[src/rtl/fpc_pkg.sv]
// fpc_pkg: shared types, codes and fixed-point helpers for frustum plane culling
// no dependencies
package fpc_pkg;

  localparam int FracBits   = 16;
  localparam int PlaneCount = 6;
  localparam int Row3Base   = 12;
  localparam int SqrtSteps  = 32;
  localparam int DivSteps   = 64;

  typedef enum logic [2:0] {
    ACT_LOAD_PROJ = 3'd0,
    ACT_LOAD_VIEW = 3'd1,
    ACT_EXTRACT   = 3'd2,
    ACT_POINT     = 3'd3,
    ACT_SPHERE    = 3'd4
  } action_e;

  // controller to datapath commands
  typedef struct packed {
    logic       load_item;
    logic       wr_proj;
    logic       wr_view;
    logic       mac_clear;
    logic       mac_step;
    logic       clip_store;
    logic       raw_form;
    logic       nsq_step;
    logic       sqrt_start;
    logic       sqrt_step;
    logic       div_start;
    logic       div_step;
    logic       coef_store;
    logic       degen_clear;
    logic       dist_step;
    logic       dist_eval;
    logic       res_clear;
    logic       res_finish;
    logic [3:0] clip_idx;
    logic [1:0] k_idx;
    logic [2:0] plane_idx;
    logic [1:0] j_idx;
  } fpc_cmd_t;

  typedef struct packed {
    logic culled;
  } fpc_sts_t;

  // plane p uses row plane_row and adds (1) or subtracts (0) it from row 3
  function automatic logic [1:0] plane_row(input logic [2:0] p);
    return p[2:1];
  endfunction

  function automatic logic plane_add(input logic [2:0] p);
    return (p == 3'd1) || (p == 3'd2) || (p == 3'd5);
  endfunction

  function automatic logic signed [31:0] sat32(input logic signed [65:0] v);
    if (v > 66'sd2147483647) return 32'h7fffffff;
    if (v < -66'sd2147483648) return 32'h80000000;
    return v[31:0];
  endfunction

endpackage

[src/rtl/fpc_ctrl.sv]
// fpc_ctrl: sequencer for loads, plane extraction and queries
// depends on fpc_pkg
module fpc_ctrl (
  input  logic              clk_i,
  input  logic              rst_ni,
  input  logic              in_valid_i,
  output logic              in_ready_o,
  input  logic [2:0]        action_i,
  output logic              out_valid_o,
  input  logic              out_ready_i,
  input  fpc_pkg::fpc_sts_t sts_i,
  output fpc_pkg::fpc_cmd_t cmd_o
);
  import fpc_pkg::*;

  typedef enum logic [9:0] {
    ST_IDLE  = 10'b0000000001,
    ST_DEC   = 10'b0000000010,
    ST_MAC   = 10'b0000000100,
    ST_RAW   = 10'b0000001000,
    ST_NSQ   = 10'b0000010000,
    ST_SQRT  = 10'b0000100000,
    ST_DIV   = 10'b0001000000,
    ST_DIST  = 10'b0010000000,
    ST_EVAL  = 10'b0100000000,
    ST_OUT   = 10'b1000000000
  } state_e;

  state_e     state_q, state_d;
  logic [2:0] act_q, act_d;
  logic [3:0] clip_q, clip_d;
  logic [1:0] k_q, k_d;
  logic [2:0] p_q, p_d;
  logic [1:0] j_q, j_d;
  logic [6:0] cnt_q, cnt_d;

  assign in_ready_o  = (state_q == ST_IDLE) ||
                       ((state_q == ST_OUT) && out_ready_i);
  assign out_valid_o = (state_q == ST_OUT);

  always_comb begin
    state_d = state_q;
    act_d   = act_q;
    clip_d  = clip_q;
    k_d     = k_q;
    p_d     = p_q;
    j_d     = j_q;
    cnt_d   = cnt_q;
    cmd_o   = '0;
    cmd_o.clip_idx  = clip_q;
    cmd_o.k_idx     = k_q;
    cmd_o.plane_idx = p_q;
    cmd_o.j_idx     = j_q;
    unique case (state_q)
      ST_IDLE, ST_OUT: begin
        if (state_q == ST_IDLE || out_ready_i) state_d = ST_IDLE;
        if (in_valid_i && in_ready_o) begin
          cmd_o.load_item = 1'b1;
          act_d   = action_i;
          state_d = ST_DEC;
        end
      end
      ST_DEC: begin
        clip_d = '0; k_d = '0; p_d = '0; j_d = '0; cnt_d = '0;
        cmd_o.res_clear = 1'b1;
        case (act_q)
          ACT_LOAD_PROJ: begin cmd_o.wr_proj = 1'b1; state_d = ST_OUT; end
          ACT_LOAD_VIEW: begin cmd_o.wr_view = 1'b1; state_d = ST_OUT; end
          ACT_EXTRACT: begin
            cmd_o.mac_clear   = 1'b1;
            cmd_o.degen_clear = 1'b1;
            state_d = ST_MAC;
          end
          ACT_POINT, ACT_SPHERE: state_d = ST_DIST;
          default: state_d = ST_OUT;
        endcase
      end
      ST_MAC: begin
        cmd_o.mac_step = 1'b1;
        k_d = k_q + 2'd1;
        if (k_q == 2'd3) begin
          cmd_o.clip_store = 1'b1;
          clip_d = clip_q + 4'd1;
          if (clip_q == 4'd15) state_d = ST_RAW;
        end
      end
      ST_RAW: begin
        cmd_o.raw_form = 1'b1;
        j_d = '0;
        state_d = ST_NSQ;
      end
      ST_NSQ: begin
        cmd_o.nsq_step = 1'b1;
        j_d = j_q + 2'd1;
        if (j_q == 2'd2) begin
          cmd_o.sqrt_start = 1'b1;
          cnt_d = '0;
          j_d = '0;
          state_d = ST_SQRT;
        end
      end
      ST_SQRT: begin
        cmd_o.sqrt_step = 1'b1;
        cnt_d = cnt_q + 7'd1;
        if (cnt_q == 7'(SqrtSteps - 1)) begin
          cnt_d = '0; j_d = '0;
          state_d = ST_DIV;
          cmd_o.div_start = 1'b1;
        end
      end
      ST_DIV: begin
        cmd_o.div_step = 1'b1;
        cnt_d = cnt_q + 7'd1;
        if (cnt_q == 7'(DivSteps)) begin
          cmd_o.div_step   = 1'b0;
          cmd_o.coef_store = 1'b1;
          cnt_d = '0;
          j_d = j_q + 2'd1;
          if (j_q == 2'd3) begin
            p_d = p_q + 3'd1;
            state_d = (p_q == 3'(PlaneCount - 1)) ? ST_OUT : ST_RAW;
          end else begin
            cmd_o.div_start = 1'b1;
          end
        end
      end
      ST_DIST: begin
        cmd_o.dist_step = 1'b1;
        j_d = j_q + 2'd1;
        if (j_q == 2'd3) state_d = ST_EVAL;
      end
      ST_EVAL: begin
        cmd_o.dist_eval = 1'b1;
        j_d = '0;
        p_d = p_q + 3'd1;
        if (sts_i.culled || p_q == 3'(PlaneCount - 1)) begin
          cmd_o.res_finish = 1'b1;
          state_d = ST_OUT;
        end else begin
          state_d = ST_DIST;
        end
      end
      default: state_d = ST_IDLE;
    endcase
  end

  always_ff @(posedge clk_i or negedge rst_ni) begin
    if (!rst_ni) begin
      state_q <= ST_IDLE;
      act_q   <= '0;
      clip_q  <= '0;
      k_q     <= '0;
      p_q     <= '0;
      j_q     <= '0;
      cnt_q   <= '0;
    end else begin
      state_q <= state_d;
      act_q   <= act_d;
      clip_q  <= clip_d;
      k_q     <= k_d;
      p_q     <= p_d;
      j_q     <= j_d;
      cnt_q   <= cnt_d;
    end
  end

endmodule

[config.mk]
export PLATFORM = sky130hd
export DESIGN_NAME = fpc_ctrl
export DESIGN_NICKNAME = d
export VERILOG_FILES = /design/src/rtl/fpc_pkg.sv /design/src/rtl/fpc_ctrl.sv
export SDC_FILE = /design/constraint.sdc
export NUM_CORES = 1
export LEC_CHECK = 0
export BUFFER_PORTS_ARGS = -buffer_cell sky130_fd_sc_hd__buf_2
export CELL_PAD_IN_SITES_DETAIL_PLACEMENT = 2
export CELL_PAD_IN_SITES_GLOBAL_PLACEMENT = 2
export CORE_MARGIN = 5
export CORE_UTILIZATION = 30
export CTS_CLUSTER_DIAMETER = 100
export DETAILED_ROUTE_END_ITERATION = 10
export GPL_TIMING_DRIVEN = 1
export PLACE_DENSITY = 0.69
export SYNTH_ARGS = -nofsm -noshare
export SYNTH_HDL_FRONTEND = slang
export SYNTH_SLANG_ARGS = --single-unit
export TNS_END_PERCENT = 5
[constraint.sdc]
create_clock -name clk_i -period 4.35 [get_ports clk_i]
set_clock_uncertainty 0.15 [all_clocks]
set_input_delay 0.2175 -clock clk_i [delete_from_list [all_inputs] [get_ports clk_i]]
set_output_delay 0.2175 -clock clk_i [all_outputs]
set_load 0.02 [all_outputs]
# Yosys cells after proc, flatten, opt, wreduce, memory -nomap -nowiden
# Cells that the tools add are included.
# op_classes
n_reduce_logical	19
n_bitwise	0
mux	50
shifts	0
n_eq_ne	29
n_addsub	5
div	0
magnitude_cmp	0
multipliers	0
# ops
operator	count
$mux 10	11
$pmux 10 s9	1
$pmux 7 s4	1
$mux 7	3
$pmux 10 s2	1
$mux 1	17
$ne 2x2->1 const B	7
$mux 2	6
$mux 3	4
$eq 10x1->1 const B	1
$eq 10x10->1 const B	1
$eq 10x2->1 const B	1
$eq 10x3->1 const B	1
$eq 10x4->1 const B	1
$eq 10x5->1 const B	1
$eq 10x6->1 const B	1
$eq 10x7->1 const B	1
$eq 10x8->1 const B	1
$eq 10x9->1 const B	1
$pmux 2 s5	1
$pmux 3 s3	1
$pmux 4 s2	1
$reduce_and 8->1	1
$add 7x1->7 const B	1
other kinds (25)	37
# totals
register_bits	31
latchBits	0
mem_count	0
word_cells	110
mem_bits_rw	0
output_inout_bits	31
mem_bits_ro	0

# Logic depth before layout (Yosys ltp)
# Gate-level depths: netlist of run 1.
# logic_depth
depth_word	6
depth_mapped	7

# Least setup slack after synthesis of run 1
# No wires, ideal clock.
# synth_timing
path_type	register -> output
from	register state_q[3]
to	output cmd_o[25] in the netlist's numbering
slack_ps	1774
path_buffers	2
path_stages_with_launch	6
required_time_ps	3983
arrival_time_ps	2208
path_cell_list	dfrtp_1 buf_4 nor4_4 nand3_1 nor4b_1 buf_4
# synth_lines
element	line	rtl
from (decl)	fpc_ctrl.sv:29	state_e state_q, state_d;
from (signal assigned)	fpc_ctrl.sv:157	state_q <= state_d;
to (decl)	fpc_ctrl.sv:12	output fpc_pkg::fpc_cmd_t cmd_o

==> run metrics, run 1 <==
outcome finished clean; cell type contributing the most total cell area after synthesis sky130_fd_sc_hd__dfrtp_1; final antenna diode count 0; detailed router's first-iteration violation count 59; post-CTS setup buffer count 0; total track usage 16.0%; shortest clock period the worst path allows after layout 3210 ps; fraction of the mapped netlist area in adder cells 5.93%; max-cap violations 0; count leader, synth sky130_fd_sc_hd__dfrtp_1; number of buffers added on ports 38; Rel. slew slack 36.0%; period utilisation layout 73.7%; Clock transition at path regs 70 ps; Worst Tran Pin Value 951 ps; DIE WIDTH 93.9 um; synthesized-area fraction occupied by ao, oa, aoi and oai cells 16.6%; footprint of the flip-flops and latches 777 um2; # clock sinks 31; Worst Slack Setup Final 1140 ps; Worst Path Required 3980 ps; CTS buffer count 5; placed cell count 358; Data arrival, critical path 2840 ps; initial antenna violation count 0; xor and xnor area share after synthesis 1.66%; drt pass-1 iters 4; Final Instance Count excl. Fillers 369; Total Routed Length 6630 um; CTS tree built; top post-synthesis cells by area sky130_fd_sc_hd__dfrtp_1 (36%), sky130_fd_sc_hd__ha_1 (5.9%), sky130_fd_sc_hd__a21oi_1 (3.8%); commonest cells in the netlist sky130_fd_sc_hd__dfrtp_1 (30), sky130_fd_sc_hd__nor2_1 (19), sky130_fd_sc_hd__a21oi_1 (16), sky130_fd_sc_hd__inv_1 (16), sky130_fd_sc_hd__nand3_1 (14); post-detailed-placement half-perimeter wirelength 4980 um; number of global-route vias before repair 2100; WL per Instance 18.0 um; DRC violation count after routing 0; number of library cell types mapped by synthesis 54; sequential-to-total area share from yosys stat 36.8%; Area growth syn-to-layout 17.8%; Crit Path Class reg2out; H-tree Lvls 2; global placement routability congestion 0.749; main flop type after synthesis sky130_fd_sc_hd__dfrtp_1; standard cell area after detailed placement 2360 um2; post-synthesis share of cell area spent on and, or, nand and nor gates 30.7%; fraction of final layout cells sized beyond drive strength 1 22.3%; multiplexer share of the synthesized area 2.07%; worst slack at placement 1410 ps; post-detailed-route count of antenna-violating nets 0; Mapped Avg Cell Area 9.02 um2; crit start category register; worst min path class in2reg; dominant combinational cell family by area after synthesis simple AND/OR/NAND/NOR gates; CTS Buffer Depth 2; FFs w/ async S/R, synth 100%; full die area 8810 um2; setup repair after global routing missed its margin false; final count of negative-setup-slack endpoints 0; IO Count 39; static leakage power 1.16 nW; Final Hold Vio Count 0; Final Cell Area 2490 um2; final-report max-slew violation count 0; #FFs+latches synth 31; cell area power density 452 nW/um2; count of mapped cells out of synthesis 234; number of enable flip-flop cells after synthesis 0; multi-input combinational cell area 1200 um2; pin count of the biggest net entering global routing 32; num rows 30; maximum fanout along the worst path 12; # fillers 807; effective utilization at floorplan 30.9%; maximum clock frequency 312 MHz; first-pass GRT wire length 11000 um; # nets final 290; total congestion overflow after global routing 0; floorplan core area 6830 um2; top-area cell type share of the netlist area 35.6%; number of vias after detailed routing 1981; Mapped Nets 252; number of synthesis warnings 0; clock tree root buffer cell sky130_fd_sc_hd__clkbuf_8; highest ir drop seen on vdd 225 uV; routed via count divided by cell count 5.37; final-layout setup total negative slack 0 ps; height of the die 93.9 um; kind of end point of the critical path output pin; Post-Syn Area 2110 um2; source-to-sink clock delay at the later pin of the worst-skew pair 290 ps
==> layout by cell type, fill, tap and decap left out, drive strengths merged, types with 10 or more instances in the layout <==
cell type  netlist  routed
buf              7      39
dfrtp           30      30
inv             16      16
nand3           14      14
ha              10      10
a21oi           16      16
o21ai           13      13
nand2           11      11
nor2            19      19
nor3            12      12
==> final timing paths <==
path	slack (ps)	to	depth (start not counted)	from
setup / recovery	1140	cmd_o[25]	4	state_q[5]
hold / removal	10	act_q[0]	2	action_i[0]
setup reg to reg	1480	cnt_q[3]	6	state_q[5]
hold reg to reg	380	k_q[1]	2	k_q[1]
max in group asynchronous	3180	state_q[6]	2	rst_ni
min in group asynchronous	390	cnt_q[5]	2	rst_ni
==> stage by stage <==
stage / total power, mW / hold WS (ps) / utilization (%)
final: 1.12 / 12.6 / 36.4
after global routing: 1.21 / 16.6 / 36.4
after CTS: 1.14 / 0.356 / 36.1
after detailed placement: 0.863 / 197 / 34.5
after global placement: 0.853 / 205 / 34.5
after floorplan: 0.729 / -228 / -
==> logic make-up after synthesis <==
logic type / after synthesis
and+or+nand+nor: 104
AOI/OAI and AO/OA: 54
DFF: 31
buffers and inverters: 27
adders and majority gates: 10
xor gates and xnor gates: 4
muxes: 4
==> registers in the layout, indices dropped and copies added (netlist names) <==
| register | count |
|---|---|
| cnt_q | 7 |
| p_q | 3 |
| k_q | 2 |
| clip_q | 4 |
| state_q | 10 |
| act_q | 3 |
| j_q | 2 |
==> repair_timing <==
item,in CTS,in global routing
hold buffers,1,2
hold endpoints to repair,30,2
gates resized for setup,0,0
==> critical path, cell delays in order, from the launching register on <==
cell and delay (ps):
sky130_fd_sc_hd__dfrtp_1 480, sky130_fd_sc_hd__nor2_1 450, sky130_fd_sc_hd__nand3_1 500, sky130_fd_sc_hd__nor4b_1 820, sky130_fd_sc_hd__buf_2 290
==> layer usage <==
metal | GRT usage, % | part of all wire [%]
met4 | 4.81 | 1.5
met5 | 0 | 0
met3 | 3.61 | 3.4
met2 | 26.4 | 48
met1 | 20.8 | 47
==> power breakdown <==
part,internal (mW),total (mW),switching (mW)
Combinational,0.173,0.444,0.271
Sequential,0.337,0.414,0.0770
Clock,0.145,0.266,0.122
==> final cells by class <==
type | instances | share of cell area [%]
inverter | 16 | 2.41
sequential | 31 | 31.2
tap | 96 | 4.83
clock buffer | 8 | 4.02
multi-input combinational | 176 | 48.3
timing repair buffer | 42 | 9.15
Note: power is estimated with default switching activity, not from simulation.
==> run 2: changes to the inputs <==
--- a/config.mk
+++ b/config.mk
@@ -13,7 +13,7 @@
 export CTS_CLUSTER_DIAMETER = 100
 export DETAILED_ROUTE_END_ITERATION = 10
 export GPL_TIMING_DRIVEN = 1
-export PLACE_DENSITY = 0.69
+export PLACE_DENSITY = 0.72
 export SYNTH_ARGS = -nofsm -noshare
 export SYNTH_HDL_FRONTEND = slang
 export SYNTH_SLANG_ARGS = --single-unit
==> constraint.sdc (replaced) <==
create_clock -name clk_i -period 2.85 [get_ports clk_i]
set_clock_uncertainty 0.15 [all_clocks]
set_input_delay 0.1425 -clock clk_i [delete_from_list [all_inputs] [get_ports clk_i]]
set_output_delay 0.1425 -clock clk_i [all_outputs]
set_load 0.02 [all_outputs]
==> run 2 against run 1 <==
Effect of this change:
- clock power is 75% higher
- sequential share of layout area decreased by 0.81 points
- setup slack got worse by 930 ps
- routed wire length decreased by 1.2%
- sequential power rose by 53%
==> run metrics, run 2 (synthesized netlist as in run 1, its figures left out) <==
final-layout setup total negative slack 0 ps (unchanged); pin count of the biggest net entering global routing 32 (unchanged); effective utilization at floorplan 30.9% (unchanged); biggest regs state_q x10, cnt_q x7, clip_q x4; number of buffers added on ports 38 (unchanged); Data arrival, critical path 2350 ps (-490 ps); static leakage power 1.19 nW (+2.8%); DRC violation count after routing 0 (unchanged); kind of end point of the critical path output pin; Worst Path Required 2560 ps (-1420 ps); # nets final 295 (+1.7%); sequential share of power 35.0% (-1.8 points); internal power 1.08 mW (+64%); period utilisation layout 92.7%; net switching fraction of the power 40.6% (-1.2 points); final antenna diode count 0 (unchanged); CTS tree built; floorplan core area 6830 um2 (unchanged); worst slack at placement 285 ps (-1130 ps); register with the most flip-flops state_q; # clock sinks 31 (unchanged); highest ir drop seen on vdd 364 uV (+62%); CTS Buffer Depth 2 (unchanged); WL per Instance 17.5 um (-2.5%); Worst Slack Setup Final 208 ps (-934 ps); multi-input combinational cell area 1210 um2 (+0.52%); # fillers 802 (-0.62%); fraction of final layout cells sized beyond drive strength 1 23.7% (+1.4 points); net switching component of the power 0.734 mW (+56%); first-pass GRT wire length 11200 um (+1.1%); clock tree root buffer cell sky130_fd_sc_hd__clkbuf_8; relative contribution of combinational cells to total power 39.3% (-0.2 points); outcome finished clean; setup repair after global routing missed its margin false; most frequent standard cell in the layout excluding fill and tap cells sky130_fd_sc_hd__buf_2; detailed router's first-iteration violation count 65 (+10%); Final Instance Count excl. Fillers 374 (+1.4%); Rel. slew slack 39.5% (+3.4 points); Worst Tran Pin Value 900 ps (-50.8 ps); worst min path class in2reg; source-to-sink clock delay at the later pin of the worst-skew pair 290 ps (about the same); maximum fanout along the worst path 10 (-2); cell area power density 709 nW/um2 (+57%); power share of the clock group 25.7% (+2.0 points); Area growth syn-to-layout 21.0%; height of the die 93.9 um (unchanged); max-cap violations 0 (unchanged); routed via count divided by cell count 5.23 (-2.5%); IO Count 39 (unchanged); Crit Path Class reg2out; num rows 30 (unchanged); drt pass-1 iters 4 (unchanged); post-detailed-route count of antenna-violating nets 0 (unchanged); initial antenna violation count 0 (unchanged); total track usage 16.1% (+0.12 points); H-tree Lvls 2 (unchanged); final count of negative-setup-slack endpoints 0 (unchanged); Final Hold Vio Count 0 (unchanged); number of vias after detailed routing 1957 (-1.2%); CTS buffer count 5 (unchanged); post-detailed-placement half-perimeter wirelength 5000 um (+0.47%); Clock transition at path regs 70 ps (about the same); crit start category register; DIE WIDTH 93.9 um (unchanged); maximum clock frequency 378 MHz; shortest clock period the worst path allows after layout 2640 ps; number of global-route vias before repair 2167 (+3.2%); placed cell count 361 (+0.84%); post-CTS setup buffer count 0 (unchanged); global placement routability congestion 0.775 (+3.5%); footprint of the flip-flops and latches 777 um2 (unchanged); commonest cells after routing, fill and taps aside sky130_fd_sc_hd__buf_2 (38), sky130_fd_sc_hd__dfrtp_1 (30), sky130_fd_sc_hd__nor2_1 (19), sky130_fd_sc_hd__inv_1 (16), sky130_fd_sc_hd__a21oi_1 (16); final-report max-slew violation count 0 (unchanged); number of flip-flops under the largest register name 10 (unchanged); Total Routed Length 6550 um (-1.2%); full die area 8810 um2 (unchanged); total congestion overflow after global routing 0 (unchanged)
## run 2: changes by cell type in the layout (fill, tap and decap cells not counted), sizes merged
cell | before | now
dlygate4sd3 | 3 | 5
buf | 39 | 42
clkbuf | 8 | 6
bufinv | 0 | 1
clkinv | 0 | 1
## run 2: repair_timing
action                                  in CTS  in global routing
resized for setup                            1                  0
endpoints found under the hold margin       34                  0
endpoints found under the setup margin       2                  0
hold buffers                                 5                  0
## run 2: cell type report
cell class / count / area share (%)
inverters: 16 / 2.35
clock buffers: 6 / 3.23
well taps: 96 / 4.70
repair buffers: 47 / 10.6
flip-flops and latches: 31 / 30.4
clock inverters: 2 / 1.37
multi-input cells: 176 / 47.3
## run 2: critical path: stages, from the launching register on
cell and delay (ps):
sky130_fd_sc_hd__dfrtp_1 510, sky130_fd_sc_hd__nor4_4 410, sky130_fd_sc_hd__nand3_1 380, sky130_fd_sc_hd__nor4b_2 520, sky130_fd_sc_hd__buf_2 250
## run 2: path summary, 6_finish.rpt
path / from / end / slack [ps] / cells after the start
min in group asynchronous: rst_ni / cnt_q[5] / 310 / 2
setup / recovery: state_q[3] / cmd_o[15] / 210 / 4
hold reg to reg: k_q[1] / k_q[1] / 370 / 2
hold / removal: out_ready_i / state_q[0] / 70 / 4
max in group asynchronous: rst_ni / act_q[1] / 1750 / 2
setup reg to reg: state_q[7] / cnt_q[3] / 320 / 6
## run 2: power groups by stage
stage / Combinational, mW / Sequential, mW / Clock, mW
after floorplan: 0.486 / 0.626 / 0
after global placement: 0.700 / 0.633 / 0
after detailed placement: 0.705 / 0.641 / 0
after CTS: 0.716 / 0.635 / 0.480
after global routing: 0.785 / 0.654 / 0.495
final: 0.710 / 0.634 / 0.465
## run 2: layer usage
metal / global-route usage, % / up-vias / part of all wire, %
met5: 0 / - / 0
met4: 3.97 / 0 / 0.95
met3: 3.13 / 8 / 2.5
met2: 27.1 / 28 / 48
met1: 21.3 / 980 / 49
li1: - / 941 / -
## run 2: metrics by stage
| step | area (um2) | hold slack, ps | power (mW) | util, % |
|---|---|---|---|---|
| after floorplan | 2110 | -303 | 1.11 | - |
| after global placement | 2380 | 126 | 1.33 | 34.8 |
| after detailed placement | 2380 | 119 | 1.35 | 34.8 |
| after CTS | 2550 | 58.6 | 1.83 | 37.4 |
| after global routing | 2550 | 85.5 | 1.93 | 37.4 |
| final | 2550 | 67.7 | 1.81 | 37.4 |
